File: src/hdl/prc_pkg.sv
package prc_pkg;

	localparam int CORDIC_STAGES = 16;
	localparam int ATAN_ENTRIES = 24;
	localparam int NUM_STAGES = (CORDIC_STAGES < ATAN_ENTRIES) ? CORDIC_STAGES : ATAN_ENTRIES;

	localparam int FRAC_BITS = 12;
	localparam int DW = 32;

	// Gain correction 1/K as an unsigned fraction of 2^32.
	localparam logic [31:0] GAIN_Q32 = 32'h9B74_EDA8;
	localparam int PROD_W = 65;
	localparam int RND_SHIFT = 32 + FRAC_BITS;

	localparam logic MODE_POLAR = 1'b0;
	localparam logic MODE_CART = 1'b1;

	localparam logic REG_MODE = 1'b0;

	typedef struct packed {
		logic                 vec;
		logic                 zero;
		logic signed [DW-1:0] x;
		logic signed [DW-1:0] y;
		logic [DW-1:0]        z;
	} vec_t;

	function automatic logic [31:0] atan_angle(input int idx);
		logic [31:0] r;
		case (idx)
			0: r = 32'd536870912;
			1: r = 32'd316933406;
			2: r = 32'd167458907;
			3: r = 32'd85004756;
			4: r = 32'd42667331;
			5: r = 32'd21354465;
			6: r = 32'd10679838;
			7: r = 32'd5340245;
			8: r = 32'd2670163;
			9: r = 32'd1335087;
			10: r = 32'd667544;
			11: r = 32'd333772;
			12: r = 32'd166886;
			13: r = 32'd83443;
			14: r = 32'd41722;
			15: r = 32'd20861;
			16: r = 32'd10430;
			17: r = 32'd5215;
			18: r = 32'd2608;
			19: r = 32'd1304;
			20: r = 32'd652;
			21: r = 32'd326;
			22: r = 32'd163;
			23: r = 32'd81;
			default: r = 32'd0;
		endcase
		return r;
	endfunction

endpackage

File: src/hdl/prc_pre.sv
module prc_pre (
	input  logic                clk,
	input  logic                arst_n,
	input  logic                take,
	input  logic                mode,
	input  logic signed [15:0]  in_first,
	input  logic signed [15:0]  in_second,
	output logic                vld_s1,
	output prc_pkg::vec_t       data_s1
);

	logic signed [16:0] a;
	logic signed [16:0] b;
	logic signed [16:0] a_c;
	logic signed [16:0] b_c;
	logic [31:0]        z_p;
	prc_pkg::vec_t      nxt;

	always_comb begin
		a = {in_first[15], in_first};
		b = {in_second[15], in_second};
		a_c = a;
		b_c = b;
		nxt.vec = mode;
		nxt.zero = 1'b0;
		nxt.y = '0;
		nxt.z = '0;
		if (mode == prc_pkg::MODE_POLAR) begin
			// Angles outside +-pi/2 are turned by pi, which mirrors the radius.
			z_p = {in_second, 16'h0000};
			if (in_second > 16'sd16384 || in_second < -16'sd16384) begin
				z_p = z_p ^ 32'h8000_0000;
				a_c = -a;
			end
			nxt.z = z_p;
		end else begin
			z_p = '0;
			nxt.zero = (in_first == 16'sd0) && (in_second == 16'sd0);
			// Left half plane: rotate by pi first and add pi back to the angle.
			if (a < 0) begin
				a_c = -a;
				b_c = -b;
				nxt.z = 32'h8000_0000;
			end
			nxt.y = {{3{b_c[16]}}, b_c, {prc_pkg::FRAC_BITS{1'b0}}};
		end
		nxt.x = {{3{a_c[16]}}, a_c, {prc_pkg::FRAC_BITS{1'b0}}};
	end

	always_ff @(posedge clk or negedge arst_n) begin
		if (!arst_n) begin
			vld_s1 <= 1'b0;
		end else begin
			vld_s1 <= take;
		end
	end

	always_ff @(posedge clk) begin
		data_s1 <= nxt;
	end

endmodule

File: config.mk
export PLATFORM = sky130hd
export DESIGN_NAME = prc_pre
export DESIGN_NICKNAME = d
export VERILOG_FILES = /design/src/hdl/prc_pkg.sv /design/src/hdl/prc_pre.sv
export SDC_FILE = /design/constraint.sdc
export NUM_CORES = 1
export LEC_CHECK = 0
export ABC_AREA = 1
export BUFFER_PORTS_ARGS = -buffer_cell sky130_fd_sc_hd__buf_4
export CAP_MARGIN = 20
export CORE_MARGIN = 5
export CORE_UTILIZATION = 30
export DETAILED_ROUTE_END_ITERATION = 7
export GPL_ROUTABILITY_DRIVEN = 0
export PLACE_DENSITY_LB_ADDON = 0.1
export SYNTH_ARGS = -nofsm -noshare
export SYNTH_HDL_FRONTEND = slang
export SYNTH_SLANG_ARGS = --single-unit
File: constraint.sdc
create_clock -name clk -period 1.4 [get_ports clk]
set_input_delay 0.28 -clock clk [delete_from_list [all_inputs] [get_ports clk]]
set_output_delay 0.28 -clock clk [all_outputs]
set_load 0.01 [all_outputs]
==> flow_summary.json <==
{
  "status": "completed",
  "ys.warnings.count": 0,
  "fp.dieH_um": 108,
  "end_kind": "register",
  "coreArea_um2": 9330,
  "synthCells": 426,
  "cp.required_ns": 1.66,
  "critical_path_class": "in -> reg",
  "hp-class": "in -> reg",
  "cp_top_family": "simple AND/OR/NAND/NOR gates",
  "io_buffers": 94,
  "grt_pass1_wl_um": 13200,
  "path_cells": "buf_8 -> inv_6 -> ha_4 -> nand3_4 -> nor2_4 -> nand3_2 -> nand3b_1 -> inv_1 -> ha_1 -> nand3b_1 -> nand2_1 -> nand2_1 -> nand2_1",
  "ir_drop_mv": 0.328,
  "p_leak_nw": 2.23,
  "regArea_um2": 1070,
  "grt_max_degree": 30,
  "cp_max_fo": 2,
  "worst_setup_path_start_kind": "input pin",
  "ys_seq_area_share_pct": 37.0,
  "fin_crit_sh_pct": 98.3,
  "wl_per_cell_um": 11.6,
  "rows": 35,
  "grt_pass1_vias": 2807,
  "die_w_um": 108,
  "final_cells": 704,
  "max_freq_mhz": 727,
  "synth_area_um2": 2880,
  "gr-total-overflow": 0,
  "final_cell_mix": "buf_4 (156), nand2_1 (106), dfxtp_1 (52)",
  "final_cell_area_um2": 4190,
  "root_buffer": "clkbuf_8",
  "fin_util_pct": 44.9,
  "maxCapViolations": 0,
  "post-dp-hpwl_um": 6740,
  "dpl-instance-area_um2": 4060,
  "synth.top_cell.area_share_pct": 36.1,
  "synth_cell_types": 27,
  "drt-initial-drc-count": 93,
  "cts_max_path_buffers": 2,
  "slew_violations": 0,
  "fin_setup_tns_ns": 0,
  "drc": 0,
  "rsz0062_at_grt": "yes",
  "slowest_delay_ns": 0.22,
  "postCtsSetupBuffers": 0,
  "area_delta_synth_final_pct": 45.3,
  "period_minus_slack_ns": 1.38,
  "fillers": 973,
  "worstPathArrival_ns": 1.63,
  "hold_depth": 1,
  "finalHoldViolCount": 0,
  "synth_top_area_cell": "dfxtp_1",
  "min_to": "vld_s1",
  "cpMostUsedCell": "nand2_1",
  "cp_slowest_cell": "ha_1",
  "setup_viol": 0,
  "antenna_found_initial": 0,
  "vias": 2913,
  "dpl.cell_count": 695,
  "avgSynthCellArea_um2": 6.77,
  "cts_tree": "yes",
  "io_pins": 135,
  "drive_gt1_share_pct": 32.9,
  "hold_start": "take",
  "start_util_pct": 30.9,
  "n_antenna_cell": 0,
  "nets": 614,
  "multi_input_area_um2": 1460,
  "yosys_register_bits": 53,
  "path_buf_inv": 3,
  "grt_usage_pct": 13.9,
  "first_pass_iters": 4,
  "cts.sinks": 53,
  "clkTransAtPathRegs_ns": 0.10,
  "viasPerCell": 4.14,
  "finalWirelength_um": 8170,
  "ant_nets": 0,
  "power.density_nw_per_um2": 838,
  "final_common_cell": "buf_4",
  "holdWs_ns": 0.0708,
  "cts_inserted_buffers": 5,
  "dieArea_um2": 11700,
  "h-tree-depth": 2,
  "synth.top_cells.by_area": "dfxtp_1 (36%), nand2_1 (14%), buf_4 (12%), nor2_1 (6.6%), nand3_1 (6.6%)"
}
## state kept, by name, indices dropped and copies added (netlist names)
register and cells:
data_s1 52, vld_s1 1
## cells by family after synthesis
kind of cell	Yosys count	synth area share, %
adder cells (fa/ha/maj)	4	1.74
other	1	0.130
AND/OR/NAND/NOR	221	32.6
buffers and inverters	106	20.0
AO/OA/AOI/OAI	37	7.07
XOR/XNOR	4	1.48
flip-flops	53	37.0
## routing by layer
layer	GRT usage (%)	vias up	wire length, um
met5	0	-	0
met4	3.16	0	88
met3	2.57	9	451
met2	23.7	78	3990
met1	18.2	1281	3640
li1	-	1545	-
## layout make-up
class                           count  area share, %
Multi-Input combinational cell    306           34.9
Timing Repair Buffer              159           28.8
Sequential cell                    53           25.4
Inverter                           49           4.72
Tap cell                          129           3.85
Clock buffer                        5           1.64
Clock inverter                      3          0.597
## worst max path at each step
stage | start | endpoint | slack [ns] | cells after the start
floorplan | in_first[7] | data_s1[92] | -0.12 | 12
global placement | in_first[3] | data_s1[91] | -0.31 | 11
detailed placement | in_first[3] | data_s1[91] | -0.35 | 11
CTS | in_first[1] | data_s1[92] | 0.03 | 13
global route | in_first[0] | data_s1[92] | -0.08 | 13
finish | in_first[0] | data_s1[92] | 0.02 | 13
## stage by stage
step	setup slack (ns)	total power, mW
final	0.0241	3.51
after global routing	-0.0848	3.75
after CTS	0.0335	3.58
after detailed placement	-0.349	2.65
after global placement	-0.313	2.65
after floorplan	-0.120	2.23
## synth_stat cells (all sizes together)
cell / n
xnor2: 1
nor4: 1
o21a: 1
xor2: 3
nor3: 11
dfxtp: 52
nand3: 39
nand3b: 5
dfrtp: 1
buf: 51
nor2: 53
o21ai: 19
inv: 49
ha: 4
conb: 1
o211ai: 4
nand2: 110
a21boi: 1
clkbuf: 6
nand4: 2
a21oi: 12
## power by group
| group | total, mW | internal, mW | switching [mW] |
|---|---|---|---|
| clock | 0.894 | 0.362 | 0.532 |
| combinational | 0.952 | 0.448 | 0.505 |
| sequential | 1.66 | 1.63 | 0.0367 |
## timing repair
item,4_1_cts,5_1_grt
pin swaps,0,5
setup endpoints to repair,1,4
endpoints found under the hold margin,1,0
hold buffers,1,0
gates resized for setup,1,9
(Power assumes the default switching activity.)
