## config.mk

```make
export PLATFORM = sky130hd
export DESIGN_NAME = prc_gain
export DESIGN_NICKNAME = d
export VERILOG_FILES = /design/src/hdl/prc_pkg.sv /design/src/hdl/prc_gain.sv
export SDC_FILE = /design/constraint.sdc
export NUM_CORES = 2
export LEC_CHECK = 0
export ABC_AREA = 1
export BUFFER_PORTS_ARGS = -buffer_cell sky130_fd_sc_hd__buf_2
export CORE_MARGIN = 2
export CORE_UTILIZATION = 69
export DETAILED_ROUTE_END_ITERATION = 8
export GPL_TIMING_DRIVEN = 0
export PLACE_DENSITY = 0.83
export REMOVE_ABC_BUFFERS = 1
export SYNTH_ARGS = -nofsm -noshare
export SYNTH_HDL_FRONTEND = slang
export SYNTH_SLANG_ARGS = --single-unit
```

## constraint.sdc

```tcl
create_clock -name clk -period 3.4 [get_ports clk]
set_input_delay 0.68 -clock clk [delete_from_list [all_inputs] [get_ports clk]]
set_output_delay 0.68 -clock clk [all_outputs]
set_load 0.05 [all_outputs]
```

## src/hdl/prc_pkg.sv

```systemverilog
package prc_pkg;

	localparam int CORDIC_STAGES = 16;
	localparam int ATAN_ENTRIES = 24;
	localparam int NUM_STAGES = (CORDIC_STAGES < ATAN_ENTRIES) ? CORDIC_STAGES : ATAN_ENTRIES;

	localparam int FRAC_BITS = 12;
	localparam int DW = 32;

	// Gain correction 1/K as an unsigned fraction of 2^32.
	localparam logic [31:0] GAIN_Q32 = 32'h9B74_EDA8;
	localparam int PROD_W = 65;
	localparam int RND_SHIFT = 32 + FRAC_BITS;

	localparam logic MODE_POLAR = 1'b0;
	localparam logic MODE_CART = 1'b1;

	localparam logic REG_MODE = 1'b0;

	typedef struct packed {
		logic                 vec;
		logic                 zero;
		logic signed [DW-1:0] x;
		logic signed [DW-1:0] y;
		logic [DW-1:0]        z;
	} vec_t;

	function automatic logic [31:0] atan_angle(input int idx);
		logic [31:0] r;
		case (idx)
			0: r = 32'd536870912;
			1: r = 32'd316933406;
			2: r = 32'd167458907;
			3: r = 32'd85004756;
			4: r = 32'd42667331;
			5: r = 32'd21354465;
			6: r = 32'd10679838;
			7: r = 32'd5340245;
			8: r = 32'd2670163;
			9: r = 32'd1335087;
			10: r = 32'd667544;
			11: r = 32'd333772;
			12: r = 32'd166886;
			13: r = 32'd83443;
			14: r = 32'd41722;
			15: r = 32'd20861;
			16: r = 32'd10430;
			17: r = 32'd5215;
			18: r = 32'd2608;
			19: r = 32'd1304;
			20: r = 32'd652;
			21: r = 32'd326;
			22: r = 32'd163;
			23: r = 32'd81;
			default: r = 32'd0;
		endcase
		return r;
	endfunction

endpackage

```

## src/hdl/prc_gain.sv

```systemverilog
module prc_gain (
	input  logic                clk,
	input  logic                arst_n,
	input  logic                vld_in,
	input  prc_pkg::vec_t       data_in,
	output logic                done,
	output logic signed [16:0]  out_first,
	output logic signed [16:0]  out_second
);

	localparam logic signed [prc_pkg::PROD_W-1:0] HALF =
		prc_pkg::PROD_W'(1) <<< (prc_pkg::RND_SHIFT - 1);

	logic                               vld_s1;
	logic                               vec_s1;
	logic                               zero_s1;
	logic signed [prc_pkg::PROD_W-1:0]  px_s1;
	logic signed [prc_pkg::PROD_W-1:0]  py_s1;
	logic [15:0]                        ang_s1;
	logic [31:0]                        z_rnd;
	logic signed [prc_pkg::PROD_W-1:0]  rx;
	logic signed [prc_pkg::PROD_W-1:0]  ry;
	logic signed [16:0]                 first_d;
	logic signed [16:0]                 second_d;
	logic                               done_s2;
	logic signed [16:0]                 first_s2;
	logic signed [16:0]                 second_s2;

	assign z_rnd = data_in.z + 32'd32768;

	always_ff @(posedge clk or negedge arst_n) begin
		if (!arst_n) begin
			vld_s1 <= 1'b0;
			done_s2 <= 1'b0;
		end else begin
			vld_s1 <= vld_in;
			done_s2 <= vld_s1;
		end
	end

	always_ff @(posedge clk) begin
		vec_s1 <= data_in.vec;
		zero_s1 <= data_in.zero;
		px_s1 <= data_in.x * $signed({1'b0, prc_pkg::GAIN_Q32});
		py_s1 <= data_in.y * $signed({1'b0, prc_pkg::GAIN_Q32});
		ang_s1 <= z_rnd[31:16];
	end

	// Round half up, then keep the low 17 bits of the floored quotient.
	always_comb begin
		rx = px_s1 + HALF;
		ry = py_s1 + HALF;
		first_d = rx[prc_pkg::RND_SHIFT +: 17];
		if (vec_s1 == prc_pkg::MODE_CART) begin
			second_d = {ang_s1[15], ang_s1};
		end else begin
			second_d = ry[prc_pkg::RND_SHIFT +: 17];
		end
		if (zero_s1) begin
			first_d = '0;
			second_d = '0;
		end
	end

	always_ff @(posedge clk) begin
		first_s2 <= first_d;
		second_s2 <= second_d;
	end

	assign done = done_s2;
	assign out_first = first_s2;
	assign out_second = second_s2;

endmodule

```

==> impl_metrics.prom <==
# TYPE chip_impl_metric gauge
chip_impl_metric{name="rows",unit=""} 92
chip_impl_metric{name="relSlewSlack",unit=""} 0.211
chip_impl_metric{name="clock_tree.buffer_depth",unit=""} 2
chip_impl_metric{name="wl_per_instance",unit="um"} 25.2
chip_impl_metric{name="detail_route.iter0.violations",unit=""} 3572
chip_impl_metric{name="yosys_register_bits",unit=""} 90
chip_impl_metric{name="number_of_global_route_vias_before_repair",unit=""} 41000
chip_impl_metric{name="grt_util_overall",unit=""} 0.468
chip_impl_metric{name="seq_area_frac_synth",unit=""} 0.0415
chip_impl_metric{name="die_height",unit="um"} 256
chip_impl_metric{name="critPathBufInv",unit=""} 6
chip_impl_metric{name="core_area",unit="mm2"} 0.0629
chip_impl_metric{name="design.die.area",unit="mm2"} 0.0654
chip_impl_metric{name="post_synthesis_compound_gate_area_fraction",unit=""} 0.0424
chip_impl_info{name="violations",value="setup timing"} 1
chip_impl_metric{name="design.portCount",unit=""} 136
chip_impl_metric{name="yosys-mux-area-fraction",unit=""} 0
chip_impl_metric{name="dr_pass1_iterations",unit=""} 6
chip_impl_metric{name="post_synth.cell_area_avg",unit="um2"} 8.19
chip_impl_metric{name="final-max-slew-violation-count",unit=""} 0
chip_impl_metric{name="finalNonFillerCells",unit=""} 6473
chip_impl_metric{name="globalRouteOverflowTotal",unit=""} 0
chip_impl_metric{name="synth-simple-area-share",unit=""} 0.130
chip_impl_metric{name="vias_per_cell",unit=""} 5.95
chip_impl_info{name="worstSetupStartpointType",value="primary input"} 1
chip_impl_metric{name="synth_xor_xnor_area_share",unit=""} 0.0377
chip_impl_metric{name="worstMarginPinSlew",unit="ps"} 1180
chip_impl_metric{name="initial_antenna_violation_count",unit=""} 4
chip_impl_metric{name="drive_above_1_share",unit=""} 0.246
chip_impl_metric{name="grt_pass1_wl",unit="mm"} 230
chip_impl_metric{name="buffer_ports.inserted",unit=""} 120
chip_impl_metric{name="asr_flop_ratio_synth",unit=""} 0.0222
chip_impl_info{name="clockRootBuffer",value="sky130_fd_sc_hd__clkbuf_16"} 1
chip_impl_metric{name="count_of_vias_placed_by_the_detailed_router",unit=""} 38500
chip_impl_info{name="clock_tree_from_tritoncts",value="done"} 1
chip_impl_info{name="final_cell_mix",value="1669 x sky130_fd_sc_hd__inv_1, 750 x sky130_fd_sc_hd__fa_1, 675 x sky130_fd_sc_hd__nand2_1, 499 x sky130_fd_sc_hd__ha_1, 162 x sky130_fd_sc_hd__ha_4"} 1
chip_impl_metric{name="final-hold-violation-count",unit=""} 0
chip_impl_metric{name="dp_cells",unit=""} 6282
chip_impl_metric{name="design.final.nets",unit=""} 7268
chip_impl_metric{name="clock_buffer_count_from_cts",unit=""} 9
chip_impl_metric{name="post-route-drc-count",unit=""} 0
chip_impl_metric{name="detailedPlace.worstSlack",unit="ps"} -3970
chip_impl_info{name="crit_path_end_kind",value="register"} 1
chip_impl_metric{name="fmax",unit="MHz"} 144
chip_impl_info{name="cp_cell_sequence",value="buf_12, ha_4, ha_1, ha_1, inv_1, o21bai_1, fa_2, fa_1, fa_1, fa_1, inv_1, fa_1, inv_2, ha_4, nand2_4, nor2_4, inv_2, nor2_4, buf_4, nand2_2, nor3_4, o21ai_4, nand4_1, nand2_1"} 1
chip_impl_metric{name="initial_core_util",unit=""} 0.695
chip_impl_metric{name="critical_path_required",unit="ps"} 3640
chip_impl_metric{name="post_synth_num_cell_types",unit=""} 44
chip_impl_metric{name="syn-cell-area",unit="mm2"} 0.0437
chip_impl_info{name="crit_family",value="adder cells"} 1
chip_impl_metric{name="post-route-min-period",unit="ps"} 6940
chip_impl_metric{name="arrival",unit="ps"} 7180
chip_impl_metric{name="route.antenna.remaining_nets",unit=""} 0
chip_impl_info{name="mostFrequentLayoutCell",value="sky130_fd_sc_hd__inv_1"} 1
chip_impl_info{name="class_of_the_most_critical_hold_timing_path",value="in2async"} 1
chip_impl_info{name="worst_path_max_delay_cell",value="sky130_fd_sc_hd__o21bai_1"} 1
chip_impl_metric{name="critPathMaxFanout",unit=""} 8
chip_impl_metric{name="finalWeightedCongestion",unit=""} 1.08
chip_impl_metric{name="insertion_delay",unit="ps"} 340
chip_impl_info{name="outcome",value="finished, violations left"} 1
chip_impl_metric{name="cts_hold_buf",unit=""} 0
chip_impl_metric{name="die-width",unit="um"} 256
chip_impl_metric{name="ys_warn_count",unit=""} 0
chip_impl_metric{name="final.period_utilization",unit=""} 2.04
chip_impl_metric{name="final_setup_violation_count",unit=""} 36
chip_impl_metric{name="design_area",unit="mm2"} 0.0536
chip_impl_metric{name="synthToLayoutAreaGrowth",unit="%"} 22.6
chip_impl_metric{name="post_route_wl",unit="mm"} 163
chip_impl_info{name="synth_top_family_by_area",value="adder cells"} 1
chip_impl_metric{name="crit_path_max_incr_delay",unit="ps"} 930
chip_impl_metric{name="cts.sinks",unit=""} 90
chip_impl_metric{name="detailed_place_hpwl",unit="mm"} 116
chip_impl_metric{name="place_area",unit="mm2"} 0.0453
chip_impl_metric{name="path_clk_slew",unit="ps"} 60
chip_impl_metric{name="yosys.area_share.adder",unit=""} 0.588
chip_impl_info{name="critical_path.most_common_cell",value="sky130_fd_sc_hd__fa_1"} 1
chip_impl_metric{name="postSynthCellCount",unit=""} 5334
chip_impl_metric{name="fin_ws",unit="ps"} -3540
chip_impl_metric{name="drv_cap",unit=""} 0
chip_impl_metric{name="worst_clock_skew",unit="ps"} 6.25
chip_impl_info{name="grt_setup_unrepaired",value="true"} 1
chip_impl_info{name="timing.setup.critical_path_class",value="in2reg"} 1
chip_impl_metric{name="grt_start_max_net_pins",unit=""} 43
chip_impl_metric{name="cts-htree-levels",unit=""} 3
chip_impl_metric{name="synth_enable_flop_cells",unit=""} 0
chip_impl_info{name="synth_ff_type",value="sky130_fd_sc_hd__dfxtp_1"} 1
==> kinds of logic (layout without fill, tap and decap cells) <==
logic type | after synthesis | count (layout)
fa+ha+maj | 1545 | 1545
compound gates | 330 | 330
other cells | 0 | 1
simple gates | 1313 | 1313
buf+inv | 1868 | 2160
flops | 90 | 90
xor+xnor | 188 | 188
==> per-layer routing <==
layer | GRT usage | up-vias | routed length (um)
met5 | 0 | - | 47
met4 | 0.459 | 2 | 23100
met3 | 0.0750 | 1397 | 15000
met2 | 0.806 | 2778 | 76200
met1 | 0.480 | 18300 | 48700
li1 | - | 16000 | -
==> worst reg2reg max path, delay by kind of cell, from the launching register on <==
| family | cells | cell delay, ps |
|---|---|---|
| compound gates | 2 | 360 |
| flops | 1 | 410 |
| simple gates | 5 | 680 |
| buf+inv | 1 | 60 |
| fa+ha+maj | 1 | 230 |
==> area by class of cell <==
type                            instances  area, um2
Tap cell                              846       1060
Timing Repair Buffer                  295       2720
Multi-Input combinational cell       3376      40600
Inverter                             1850       7050
Fill cell                            3347       9260
Sequential cell                        90       1810
Antenna cell                            1       2.50
Clock buffer                            9        225
Clock inverter                          6       67.6
==> cells in the mapped netlist, types with 5 or more instances <==
library cell               number  share of area
sky130_fd_sc_hd__nand2_1      878          0.075
sky130_fd_sc_hd__dfxtp_1       88          0.040
sky130_fd_sc_hd__or2_2          6        0.00086
sky130_fd_sc_hd__nor2_4        10         0.0026
sky130_fd_sc_hd__nand3_2        5         0.0011
sky130_fd_sc_hd__xnor2_1       45         0.0090
sky130_fd_sc_hd__nand2_2        8         0.0011
sky130_fd_sc_hd__inv_2         30         0.0026
sky130_fd_sc_hd__nand3b_1      11         0.0019
sky130_fd_sc_hd__o21ai_1       10         0.0011
sky130_fd_sc_hd__nand4_1       37         0.0053
sky130_fd_sc_hd__and2_1         6        0.00086
sky130_fd_sc_hd__nor2_1       181          0.016
sky130_fd_sc_hd__xor2_1       143          0.029
sky130_fd_sc_hd__nand3_1       87          0.010
sky130_fd_sc_hd__nor3_1        25         0.0029
sky130_fd_sc_hd__nor3_2        18         0.0041
sky130_fd_sc_hd__buf_2         10         0.0011
sky130_fd_sc_hd__clkbuf_1       6        0.00052
sky130_fd_sc_hd__ha_1         697           0.20
sky130_fd_sc_hd__o22ai_1        6        0.00086
sky130_fd_sc_hd__a21o_1        21         0.0036
sky130_fd_sc_hd__o21ai_0       68         0.0078
sky130_fd_sc_hd__a21oi_1      171          0.020
sky130_fd_sc_hd__nor2_2        26         0.0037
sky130_fd_sc_hd__fa_1         848           0.39
sky130_fd_sc_hd__inv_1       1818           0.16
sky130_fd_sc_hd__o21bai_1      43         0.0074
==> path summary, 6_finish.rpt <==
check | from | endpoint | slack (ps) | depth (start not counted)
hold / removal | arst_n | done | 110 | 1
setup / recovery | data_in[44] | py_s1[52] | -3540 | 24
hold reg to reg | vld_s1 | done | 350 | 0
min in group clk | vld_s1 | done | 350 | 0
setup reg to reg | py_s1[43] | out_second[13] | 1600 | 9
max in group asynchronous | arst_n | vld_s1 | 3190 | 1
==> state kept, by name, summed over array words and instances (netlist names) <==
register / cells
ang_s1: 16
done: 1
out_first: 17
out_second: 17
px_s1: 18
py_s1: 18
vec_s1: 1
vld_s1: 1
zero_s1: 1
==> stage by stage <==
| stage | hold slack (ps) | util | TNS [ps] |
|---|---|---|---|
| 3_5_place_dp | 336 | 0.720 | -139610 |
| 6_report | 113 | 0.853 | -111580 |
| 3_3_place_gp | 336 | 0.720 | -137920 |
| 5_1_grt | 109 | 0.853 | -116730 |
| 4_1_cts | 106 | 0.818 | -93320 |
| 2_1_floorplan | 331 | - | -90760 |
==> repair_timing <==
item                                    in CTS  in global routing
gates cloned                                 1                  1
resized for setup                         1122                420
endpoints found under the setup margin      36                 36
pin swaps                                  427                323
setup buffers                              116                 60
Power is not shown: default switching activity piles up to over one toggle a cycle in this logic, so the estimate is an artifact.
